<file path="src/fpgs_pkg.sv">
package fpgs_pkg;

	localparam int MAX_WIDTH_DEF  = 64;
	localparam int MAX_HEIGHT_DEF = 64;

	localparam int SEED_W   = 48;
	localparam int HALF_W   = 24;
	localparam int PIX_W    = 32;
	localparam int PERM_W   = 6;
	localparam int CFG_W    = 7;
	localparam int CFG_IDX_W = 2;
	localparam int CMD_W    = 2;
	localparam int POS_W    = 6;
	localparam int PICK_SHIFT = 7;

	localparam logic [35:0]       LCG_MUL     = 36'h5DEECE66D;
	localparam logic [HALF_W-1:0] LCG_MUL_LO  = LCG_MUL[HALF_W-1:0];
	localparam logic [HALF_W-1:0] LCG_MUL_HI  = {12'd0, LCG_MUL[35:HALF_W]};
	localparam logic [SEED_W-1:0] LCG_ADD     = 48'hB;
	localparam logic [SEED_W-1:0] SEED_XOR    = 48'hA0DE23AC904C;
	localparam logic [PIX_W-1:0]  BORDER_GREY = 32'hFF444444;

	localparam logic [CMD_W-1:0] CMD_INIT  = 2'd0;
	localparam logic [CMD_W-1:0] CMD_WRITE = 2'd1;
	localparam logic [CMD_W-1:0] CMD_READ  = 2'd2;
	localparam logic [CMD_W-1:0] CMD_STEP  = 2'd3;

	localparam logic [CFG_IDX_W-1:0] REG_WIDTH  = 2'd0;
	localparam logic [CFG_IDX_W-1:0] REG_HEIGHT = 2'd1;

endpackage

</file>
<file path="src/fpgs_lcg.sv">
module fpgs_lcg import fpgs_pkg::*; (
	input  logic              clk,
	input  logic              arst_n,
	input  logic              load,
	input  logic [SEED_W-1:0] load_value,
	input  logic              go,
	output logic              busy,
	output logic [SEED_W-1:0] seed
);

	logic [SEED_W-1:0] seed_q;
	logic [SEED_W-1:0] acc_q;
	logic [1:0]        step_q;
	logic              busy_q;
	logic [HALF_W-1:0] op_a;
	logic [HALF_W-1:0] op_b;
	logic [SEED_W-1:0] prod;
	logic [SEED_W-1:0] sum;

	// seed * mul mod 2^48 from three 24x24 partial products
	always_comb begin
		case (step_q)
			2'd0: begin
				op_a = seed_q[HALF_W-1:0];
				op_b = LCG_MUL_LO;
			end
			2'd1: begin
				op_a = seed_q[HALF_W-1:0];
				op_b = LCG_MUL_HI;
			end
			default: begin
				op_a = seed_q[SEED_W-1:HALF_W];
				op_b = LCG_MUL_LO;
			end
		endcase
		prod = {{HALF_W{1'b0}}, op_a} * {{HALF_W{1'b0}}, op_b};
		sum  = (step_q == 2'd0) ? prod : acc_q + {prod[HALF_W-1:0], {HALF_W{1'b0}}};
	end

	always_ff @(posedge clk or negedge arst_n) begin
		if (!arst_n) begin
			seed_q <= '0;
			acc_q  <= '0;
			step_q <= '0;
			busy_q <= 1'b0;
		end else if (load) begin
			seed_q <= load_value;
		end else if (go) begin
			busy_q <= 1'b1;
			step_q <= 2'd0;
		end else if (busy_q) begin
			if (step_q == 2'd2) begin
				seed_q <= sum + LCG_ADD;
				busy_q <= 1'b0;
			end else begin
				acc_q  <= sum;
				step_q <= step_q + 2'd1;
			end
		end
	end

	assign busy = busy_q;
	assign seed = seed_q;

endmodule

</file>
<file path="config.mk">
export PLATFORM = sky130hd
export DESIGN_NAME = fpgs_lcg
export DESIGN_NICKNAME = d
export VERILOG_FILES = /design/src/fpgs_pkg.sv /design/src/fpgs_lcg.sv
export SDC_FILE = /design/constraint.sdc
export NUM_CORES = 1
export LEC_CHECK = 0
export BUFFER_PORTS_ARGS = -buffer_cell sky130_fd_sc_hd__buf_2
export CAP_MARGIN = 20
export CORE_ASPECT_RATIO = 1.75
export CORE_MARGIN = 2
export CORE_UTILIZATION = 50
export DETAILED_ROUTE_END_ITERATION = 7
export HOLD_SLACK_MARGIN = 0.1
export PLACE_DENSITY = 0.71
export RECOVER_POWER = 100
export SLEW_MARGIN = 0
export SYNTH_ARGS = -nofsm -noshare
export SYNTH_HDL_FRONTEND = slang
export SYNTH_SLANG_ARGS = --single-unit
</file>
<file path="constraint.sdc">
create_clock -name clk -period 15.68 [get_ports clk]
set_input_delay 0.784 -clock clk [delete_from_list [all_inputs] [get_ports clk]]
set_output_delay 0.784 -clock clk [all_outputs]
set_load 0.05 [all_outputs]
</file>
==> flow_metrics.py <==
metrics = {
    "worst_setup_path": {
        "startpoint_type": "flop",
        "crit_path_max_fanout": 49,
        "crit_path_end_kind": "flop",
        "crit_type": "reg2reg",
        "cpMaxStageDelayCell": "clkbuf_1",
        "cp_common_cell": "inv_1",
        "cp_data_required_time_ns": 15.93,
        "cp.arrival_ns": 13.62,
        "slowest_delay_ns": 1.62,
    },
    "placed_design": {
        "port_buffers": 100,
        "place.gp.congestion": 1.08,
        "dpl.hpwl_um": 68200,
    },
    "floorplan": {
        "num_rows": 102,
        "core_um2": 44000,
        "start_util": 0.505,
        "num_io_pins": 101,
        "die_w_um": 163,
        "die_area_um2": 46200,
        "die_height_um": 283,
    },
    "logic_synthesis": {
        "synthXorXnorAreaFrac": 0.0362,
        "async_flop_share": 1.00,
        "synth_edf_count": 0,
        "yosys_warnings": 0,
        "ys_seq_elements": 99,
        "yosys.area_share.simple": 0.126,
        "synth_seq_area_share": 0.111,
        "synth_mux_area_frac": 0.0351,
        "synth.distinct_cells": 91,
        "synth_flop_cell": "dfrtp_1",
        "yosys.area.top_type_share": 0.292,
        "synth-adder-area-share": 0.459,
        "synth-compound-area-share": 0.123,
        "synthCells": 2514,
        "syn_area_um2": 22200,
        "synth_top_family_by_area": "adder cells",
        "syn_area_per_cell_um2": 8.84,
        "yosysTopAreaCell": "fa_1",
        "synth_area_leaders": "fa_1 29%, ha_1 17%, dfrtp_1 11%, inv_1 9.0%, nand2_1 3.6%",
    },
    "timing": {
        "worstMarginPinSlew_ns": 3.72,
        "setup_viol": 0,
        "grt_setup_unrepaired": "false",
        "drv_slew": 295,
        "finClkSkew_ns": 0.0140,
        "clock.fmax_mhz": 74.8,
        "hold_viol_final": 0,
        "layout_min_cycle_time_ns": 13.37,
        "finalCritPeriodShare": 0.853,
        "fin_setup_tns_ns": 0,
        "slew-limit-headroom": -1.48,
    },
    "run": {
        "drv_cap": 6,
    },
    "clocking": {
        "post_cts_buffers": 0,
        "clock-sinks": 99,
        "clk_pin_slew_ns": 0.08,
        "tritoncts": "built",
        "cts_resized": 0,
        "cts_root_buf": "clkbuf_16",
        "clk_latency_ns": 0.38,
        "htree_num_levels": 3,
        "clock_path_buffers": 2,
        "numCtsBuffers": 9,
        "holdBufCountCts": 0,
    },
    "status": {
        "status": "finished with violations",
        "violations": "capacitance limit, slew limit",
    },
    "hold_path": {
        "worstHoldPathType": "reg2reg",
    },
    "global_routing": {
        "first_global_vias": 19800,
        "grt_pass1_wl_um": 119000,
        "grt_max_degree": 89,
        "grt_antenna_before_repair": 0,
        "overflow": 0,
        "grt_usage": 0.352,
    },
    "layout": {
        "areaGrowthSynthToFinish_pct": 5.29,
        "n_antenna_cell": 0,
        "seq_area_um2": 2480,
        "final_cell_mix": "536 x inv_1, 324 x fa_1, 296 x ha_1",
        "nets": 3224,
        "drive_gt1_frac": 0.0552,
        "fill_cells": 4157,
        "multi_input_area_um2": 17300,
        "final_common_cell": "inv_1",
    },
    "route": {
        "drc": 0,
        "wirelength_um": 79600,
        "routed_via_density": 5.90,
        "first_pass_iters": 7,
        "num_vias": 18500,
        "drt-initial-drc-count": 1353,
        "wl_per_cell_um": 25.5,
        "drtAntennaViolNets": 0,
    },
}
[critical path: cells and delay by family, from the launching register on]
family	cells	cell delay [ns]
AO/OA/AOI/OAI	3	0.83
XOR/XNOR	3	0.97
adder cells (fa/ha/maj)	10	4.31
buffers and inverters	8	2.64
flip-flops	1	0.41
multiplexers	1	0.30
AND/OR/NAND/NOR	12	3.75
[cell usage after synthesis, types with 21 or more instances]
master,instances
a21oi_1,111
clkbuf_1,67
nor3_1,30
xnor2_1,55
nand2_1,215
nor2_1,97
nand3_1,33
inv_1,536
a31oi_1,21
mux2i_1,42
mux2_2,32
ha_1,297
xor2_1,37
fa_1,324
nand4_1,21
and2_1,25
dfrtp_1,99
nor2b_1,23
o21ai_0,127
nand2b_1,30
[registers in the layout, summed over array words and instances, names as in the netlist]
signal,cells
busy,1
seed,48
acc_q,48
step_q,2
[metal layers]
| layer | vias to the layer above | global-route usage | share of wire |
|---|---|---|---|
| li1 | 8213 | - | - |
| met1 | 9102 | 0.379 | 0.34 |
| met2 | 807 | 0.590 | 0.48 |
| met3 | 335 | 0.0473 | 0.058 |
| met4 | 0 | 0.321 | 0.12 |
| met5 | - | 0 | 0 |
[through the flow]
step	utilization	setup slack, ns	area (µm²)	hold WS [ns]	std cells
3_3_place_gp	0.527	3.85	23200	0.457	3110
6_report	0.532	2.31	23400	0.476	3127
2_1_floorplan	-	4.80	22200	0.442	2515
4_1_cts	0.535	3.69	23600	0.401	3127
5_1_grt	0.532	1.83	23400	0.505	3127
3_5_place_dp	0.528	3.80	23200	0.464	3112
[cells by family after synthesis]
group | count (synthesis)
XOR/XNOR | 92
flip-flops | 99
buffers and inverters | 632
AND/OR/NAND/NOR | 568
adder cells (fa/ha/maj) | 621
multiplexers | 74
other | 1
AO/OA/AOI/OAI | 427
[cell type report]
class	count	share of cell area
Multi-Input combinational cell	1784	0.739
Tap cell	572	0.0306
Timing Repair Buffer	120	0.0241
Sequential cell	99	0.106
Clock buffer	10	0.00978
Clock inverter	5	0.00438
Inverter	537	0.0861
[worst paths after layout]
path | endpoint | slack (ns) | cells after the start | from
worst min-delay path | acc_q[16]$_DFFE_PN0P_ | 0.48 | 2 | acc_q[16]$_DFFE_PN0P_
worst max-delay path | seed[44]$_DFFE_PN0P_ | 2.31 | 37 | step_q[1]$_DFFE_PN0P_
worst max register to register | seed[44]$_DFFE_PN0P_ | 2.31 | 37 | step_q[1]$_DFFE_PN0P_
max in group asynchronous | acc_q[40]$_DFFE_PN0P_ | 9.95 | 2 | arst_n
min in group asynchronous | seed[4]$_DFFE_PN0P_ | 1.18 | 1 | arst_n
worst min register to register | acc_q[16]$_DFFE_PN0P_ | 0.48 | 2 | acc_q[16]$_DFFE_PN0P_
Power is left out: the tool's default activity adds up to more than one toggle a clock period on the data nets, which glitch-free logic cannot reach.
