`src/fpgs_pkg.sv`:
```
package fpgs_pkg;

	localparam int MAX_WIDTH_DEF  = 64;
	localparam int MAX_HEIGHT_DEF = 64;

	localparam int SEED_W   = 48;
	localparam int HALF_W   = 24;
	localparam int PIX_W    = 32;
	localparam int PERM_W   = 6;
	localparam int CFG_W    = 7;
	localparam int CFG_IDX_W = 2;
	localparam int CMD_W    = 2;
	localparam int POS_W    = 6;
	localparam int PICK_SHIFT = 7;

	localparam logic [35:0]       LCG_MUL     = 36'h5DEECE66D;
	localparam logic [HALF_W-1:0] LCG_MUL_LO  = LCG_MUL[HALF_W-1:0];
	localparam logic [HALF_W-1:0] LCG_MUL_HI  = {12'd0, LCG_MUL[35:HALF_W]};
	localparam logic [SEED_W-1:0] LCG_ADD     = 48'hB;
	localparam logic [SEED_W-1:0] SEED_XOR    = 48'hA0DE23AC904C;
	localparam logic [PIX_W-1:0]  BORDER_GREY = 32'hFF444444;

	localparam logic [CMD_W-1:0] CMD_INIT  = 2'd0;
	localparam logic [CMD_W-1:0] CMD_WRITE = 2'd1;
	localparam logic [CMD_W-1:0] CMD_READ  = 2'd2;
	localparam logic [CMD_W-1:0] CMD_STEP  = 2'd3;

	localparam logic [CFG_IDX_W-1:0] REG_WIDTH  = 2'd0;
	localparam logic [CFG_IDX_W-1:0] REG_HEIGHT = 2'd1;

endpackage

```
`src/fpgs_mod.sv`:
```
module fpgs_mod import fpgs_pkg::*; #(
	parameter int DIV_W = 11
) (
	input  logic              clk,
	input  logic              arst_n,
	input  logic              start,
	input  logic [SEED_W-1:0] dividend,
	input  logic [DIV_W-1:0]  divisor,
	output logic              busy,
	output logic [DIV_W-1:0]  rem
);

	localparam int CNT_W = $clog2(SEED_W);

	logic [SEED_W-1:0] num_q;
	logic [DIV_W-1:0]  div_q;
	logic [DIV_W-1:0]  rem_q;
	logic [CNT_W-1:0]  cnt_q;
	logic              busy_q;
	logic [DIV_W:0]    trial;
	logic [DIV_W:0]    diff;

	// restoring remainder, one dividend bit per cycle
	assign trial = {rem_q, num_q[SEED_W-1]};
	assign diff  = trial - {1'b0, div_q};

	always_ff @(posedge clk or negedge arst_n) begin
		if (!arst_n) begin
			num_q  <= '0;
			div_q  <= '0;
			rem_q  <= '0;
			cnt_q  <= '0;
			busy_q <= 1'b0;
		end else if (start) begin
			num_q  <= dividend;
			div_q  <= divisor;
			rem_q  <= '0;
			cnt_q  <= CNT_W'(SEED_W - 1);
			busy_q <= 1'b1;
		end else if (busy_q) begin
			rem_q <= (trial >= {1'b0, div_q}) ? diff[DIV_W-1:0] : trial[DIV_W-1:0];
			num_q <= {num_q[SEED_W-2:0], 1'b0};
			if (cnt_q == '0) begin
				busy_q <= 1'b0;
			end else begin
				cnt_q <= cnt_q - CNT_W'(1);
			end
		end
	end

	assign busy = busy_q;
	assign rem  = rem_q;

endmodule
```
`config.mk`:
```
export PLATFORM = sky130hd
export DESIGN_NAME = fpgs_mod
export DESIGN_NICKNAME = d
export VERILOG_FILES = /design/src/fpgs_pkg.sv /design/src/fpgs_mod.sv
export SDC_FILE = /design/constraint.sdc
export NUM_CORES = 1
export LEC_CHECK = 0
export ABC_CLOCK_PERIOD_IN_PS = 5850
export BUFFER_PORTS_ARGS = -buffer_cell sky130_fd_sc_hd__buf_4
export CAP_MARGIN = 20
export CORE_MARGIN = 2
export CORE_UTILIZATION = 60
export DETAILED_ROUTE_END_ITERATION = 16
export MAX_ROUTING_LAYER = met4
export PLACE_DENSITY = 0.84
export SLEW_MARGIN = 10
export SYNTH_ARGS = -nofsm -noshare
export SYNTH_HDL_FRONTEND = slang
export SYNTH_SLANG_ARGS = --single-unit
```
`constraint.sdc`:
```
create_clock -name clk -period 5.85 [get_ports clk]
set_clock_uncertainty 0.15 [all_clocks]
set_input_delay 0.2925 -clock clk [delete_from_list [all_inputs] [get_ports clk]]
set_output_delay 0.2925 -clock clk [all_outputs]
set_load 0.01 [all_outputs]
```
==> results.sh <==
export IMPL_r2r_end="rem[6]$_DFFE_PN0P_"
export IMPL_hp_start="dividend[16]"
export IMPL_pin_count=74
export IMPL_post_cts_buffers=0
export IMPL_synth_area_sq_um=4050
export IMPL_synth_most_common_cell="dfrtp_1"
export IMPL_ctsResizeCount=0
export IMPL_r2r_cells=10
export IMPL_syn_num_nets=493
export IMPL_netlist_area_leader_share=0.476
export IMPL_cts_made_buffers=9
export IMPL_seq_area_frac_synth=0.476
export IMPL_ys_ff_latch=77
export IMPL_insertion_delay_ps=340
export IMPL_async_flop_share=1.00
export IMPL_finalWeightedCongestion=0.891
export IMPL_cts_tree="done"
export IMPL_whs_ps=8.58
export IMPL_grt_pass1_vias=3290
export IMPL_vias_per_cell=5.69
export IMPL_critPathLaunchType="register"
export IMPL_hold_end="num_q[16]$_DFFE_PN0P_"
export IMPL_synth_edf_count=0
export IMPL_grt_pass1_wl_um=14700
export IMPL_worst_slack_ps=2940
export IMPL_final_nets=564
export IMPL_worstReg2RegStart="num_q[47]$_DFFE_PN0P_"
export IMPL_p_leak_uw=0.00259
export IMPL_crit_type="register to register"
export IMPL_hpwl_um=5610
export IMPL_areaGrowthSynthToFinish_pct=21.5
export IMPL_synth_top_area_cell="dfrtp_1"
export IMPL_firstDrtPassIters=4
export IMPL_hold_path_class="input pin to register"
export IMPL_period_share=0.497
export IMPL_synthCells=417
export IMPL_clk_pin_slew_ps=80
export IMPL_grt_overflow_total=0
export IMPL_fillers=472
export IMPL_setup_viol=0
export IMPL_crit_fanout=11
export IMPL_hold_violations=0
export IMPL_start_util=0.630
export IMPL_timing_max_transition_violations_final=0
export IMPL_post_route_drc_count=0
export IMPL_synth_cell_types=48
export IMPL_wl_met2_um=4080
export IMPL_yosys_top_cells_count="77 x dfrtp_1, 75 x nand2_1, 63 x o21ai_0"
export IMPL_pre_cts_ws_ps=2970
export IMPL_first_iter_violations=292
export IMPL_min_period_ps=2910
export IMPL_worst_setup_path_end_kind="register"
export IMPL_arrival_ps=3000
export IMPL_routed_top_layer="met4"
export IMPL_fp_row_count=29
export IMPL_worst_slew_pin_slew_ps=1030
export IMPL_grt_setup_unrepaired="false"
export IMPL_fmax_ghz=0.344
export IMPL_cts_sinks=77
export IMPL_max_cap_violations=0
export IMPL_grt_max_degree=78
export IMPL_detail_route_wl_per_cell_um=15.1
export IMPL_status="finished, final reports clean"
export IMPL_route_met3_wl_um=498
export IMPL_dieHeight_um=86.1
export IMPL_design_die_area_sq_um=7420
export IMPL_r2r_setup_slack_ps=2940
export IMPL_syn_avg_cell_area_sq_um=9.71
export IMPL_vias=3244
export IMPL_drive_gt1_frac=0.201
export IMPL_diodes=0
export IMPL_synthTopCellsByArea="dfrtp_1 48%, mux2i_1 12%, o21ai_0 7.8%"
export IMPL_cts_root_buf="clkbuf_8"
export IMPL_die_w_um=86.1
export IMPL_coreArea_sq_um=6420
export IMPL_wl_met1_um=3890
export IMPL_relSlewSlack=0.311
export IMPL_ir_drop_v=0.000199
export IMPL_antenna_found_initial=0
export IMPL_whs_path_depth=3
export IMPL_power_density_nw_per_um2=339
export IMPL_clock_path_buffers=2
export IMPL_htree_levels=3
export IMPL_grt_use_total=0.258
export IMPL_finalWirelength_um=8620
export IMPL_postRouteAntennaNets=0
export IMPL_fin_setup_tns_ps=0
export IMPL_crit_required_ps=5940
export IMPL_synthFlopType="dfrtp_1"
export IMPL_numPortBuffers=73
export IMPL_ys_warn_count=0
==> cell families after synthesis <==
kind of cell,count (synthesis),synth area share
AOI/OAI and AO/OA,105,0.159
adders and majority gates,14,0.0451
buffers and inverters,43,0.0454
and+or+nand+nor,119,0.131
xor gates and xnor gates,10,0.0216
DFF,77,0.476
muxes,49,0.121
==> cells in the final DEF, fill, tap and decap left out, drive strengths merged, types with 2 or more instances in the layout <==
cell type / count
ha: 13
o21ai: 66
mux2i: 48
and3: 4
dfrtp: 77
xor2: 6
nand2: 75
a311oi: 7
o21a: 2
o21bai: 3
buf: 74
dlygate4sd3: 12
nand2b: 8
nor2b: 2
o211ai: 3
clkbuf: 11
nor2: 21
a211oi: 2
nor4b: 2
bufinv: 2
xnor2: 4
clkinvlp: 2
inv: 18
o31ai: 2
a21oi: 10
a31oi: 3
a21o: 2
==> layout make-up <==
class	instances	area, sq um	area share
multi-input cells	297	1940	0.394
flip-flops and latches	77	1930	0.393
repair buffers	86	676	0.137
clock buffers	11	131	0.0267
well taps	77	96.3	0.0196
clock inverters	5	83.8	0.0170
inverters	17	63.8	0.0130
==> worst max-delay path, stage by stage, from the launching register on <==
cell,delay (ps)
dfrtp_1,400
inv_1,60
ha_1,170
inv_1,60
fa_1,410
a211oi_2,340
o21ai_2,100
a31oi_2,210
o21ai_1,340
and3_4,310
nor4_2,250
==> metrics by stage <==
step                      cells  total power (uW)   util  cell area (sq um)
after floorplan             417              1060      -               4050
after global placement      542              1190  0.714               4580
after detailed placement    542              1220  0.714               4580
after CTS                   570              1670  0.766               4920
after global routing        570              1760  0.766               4920
final                       570              1670  0.766               4920
==> worst max-delay path by stage <==
stage                          startpoint                  to  slack (ps)  cells after the start
global placement    num_q[47]$_DFFE_PN0P_  rem[6]$_DFFE_PN0P_        3140                     10
CTS                 num_q[47]$_DFFE_PN0P_  rem[6]$_DFFE_PN0P_        2940                     10
finish              num_q[47]$_DFFE_PN0P_  rem[6]$_DFFE_PN0P_        2940                     10
floorplan           num_q[47]$_DFFE_PN0P_  rem[6]$_DFFE_PN0P_        3360                     11
detailed placement  num_q[47]$_DFFE_PN0P_  rem[6]$_DFFE_PN0P_        2970                     10
global route        num_q[47]$_DFFE_PN0P_  rem[6]$_DFFE_PN0P_        2740                     10
==> per-layer routing <==
metal  track usage  up-vias
li1              -     1581
met1         0.339     1547
met2         0.401      100
met3        0.0433       16
met4         0.101        0
met5             -        -
==> sequential cells by signal, summed over array words and instances (netlist names) <==
register / count
rem: 11
num_q: 48
busy: 1
cnt_q: 6
div_q: 11
==> report_power, final <==
part / internal, uW / leakage, uW / switching, uW
clock: 242 / 0.000100 / 197
combinational: 260 / 0.00156 / 311
sequential: 597 / 0.000936 / 58.5
total: 1100 / 0.00259 / 567
==> repair_timing <==
item                       4_1_cts  5_1_grt
setup endpoints to repair        0        0
hold buffers                    12        0
hold endpoints to repair        81        0
(Power assumes the default switching activity.)
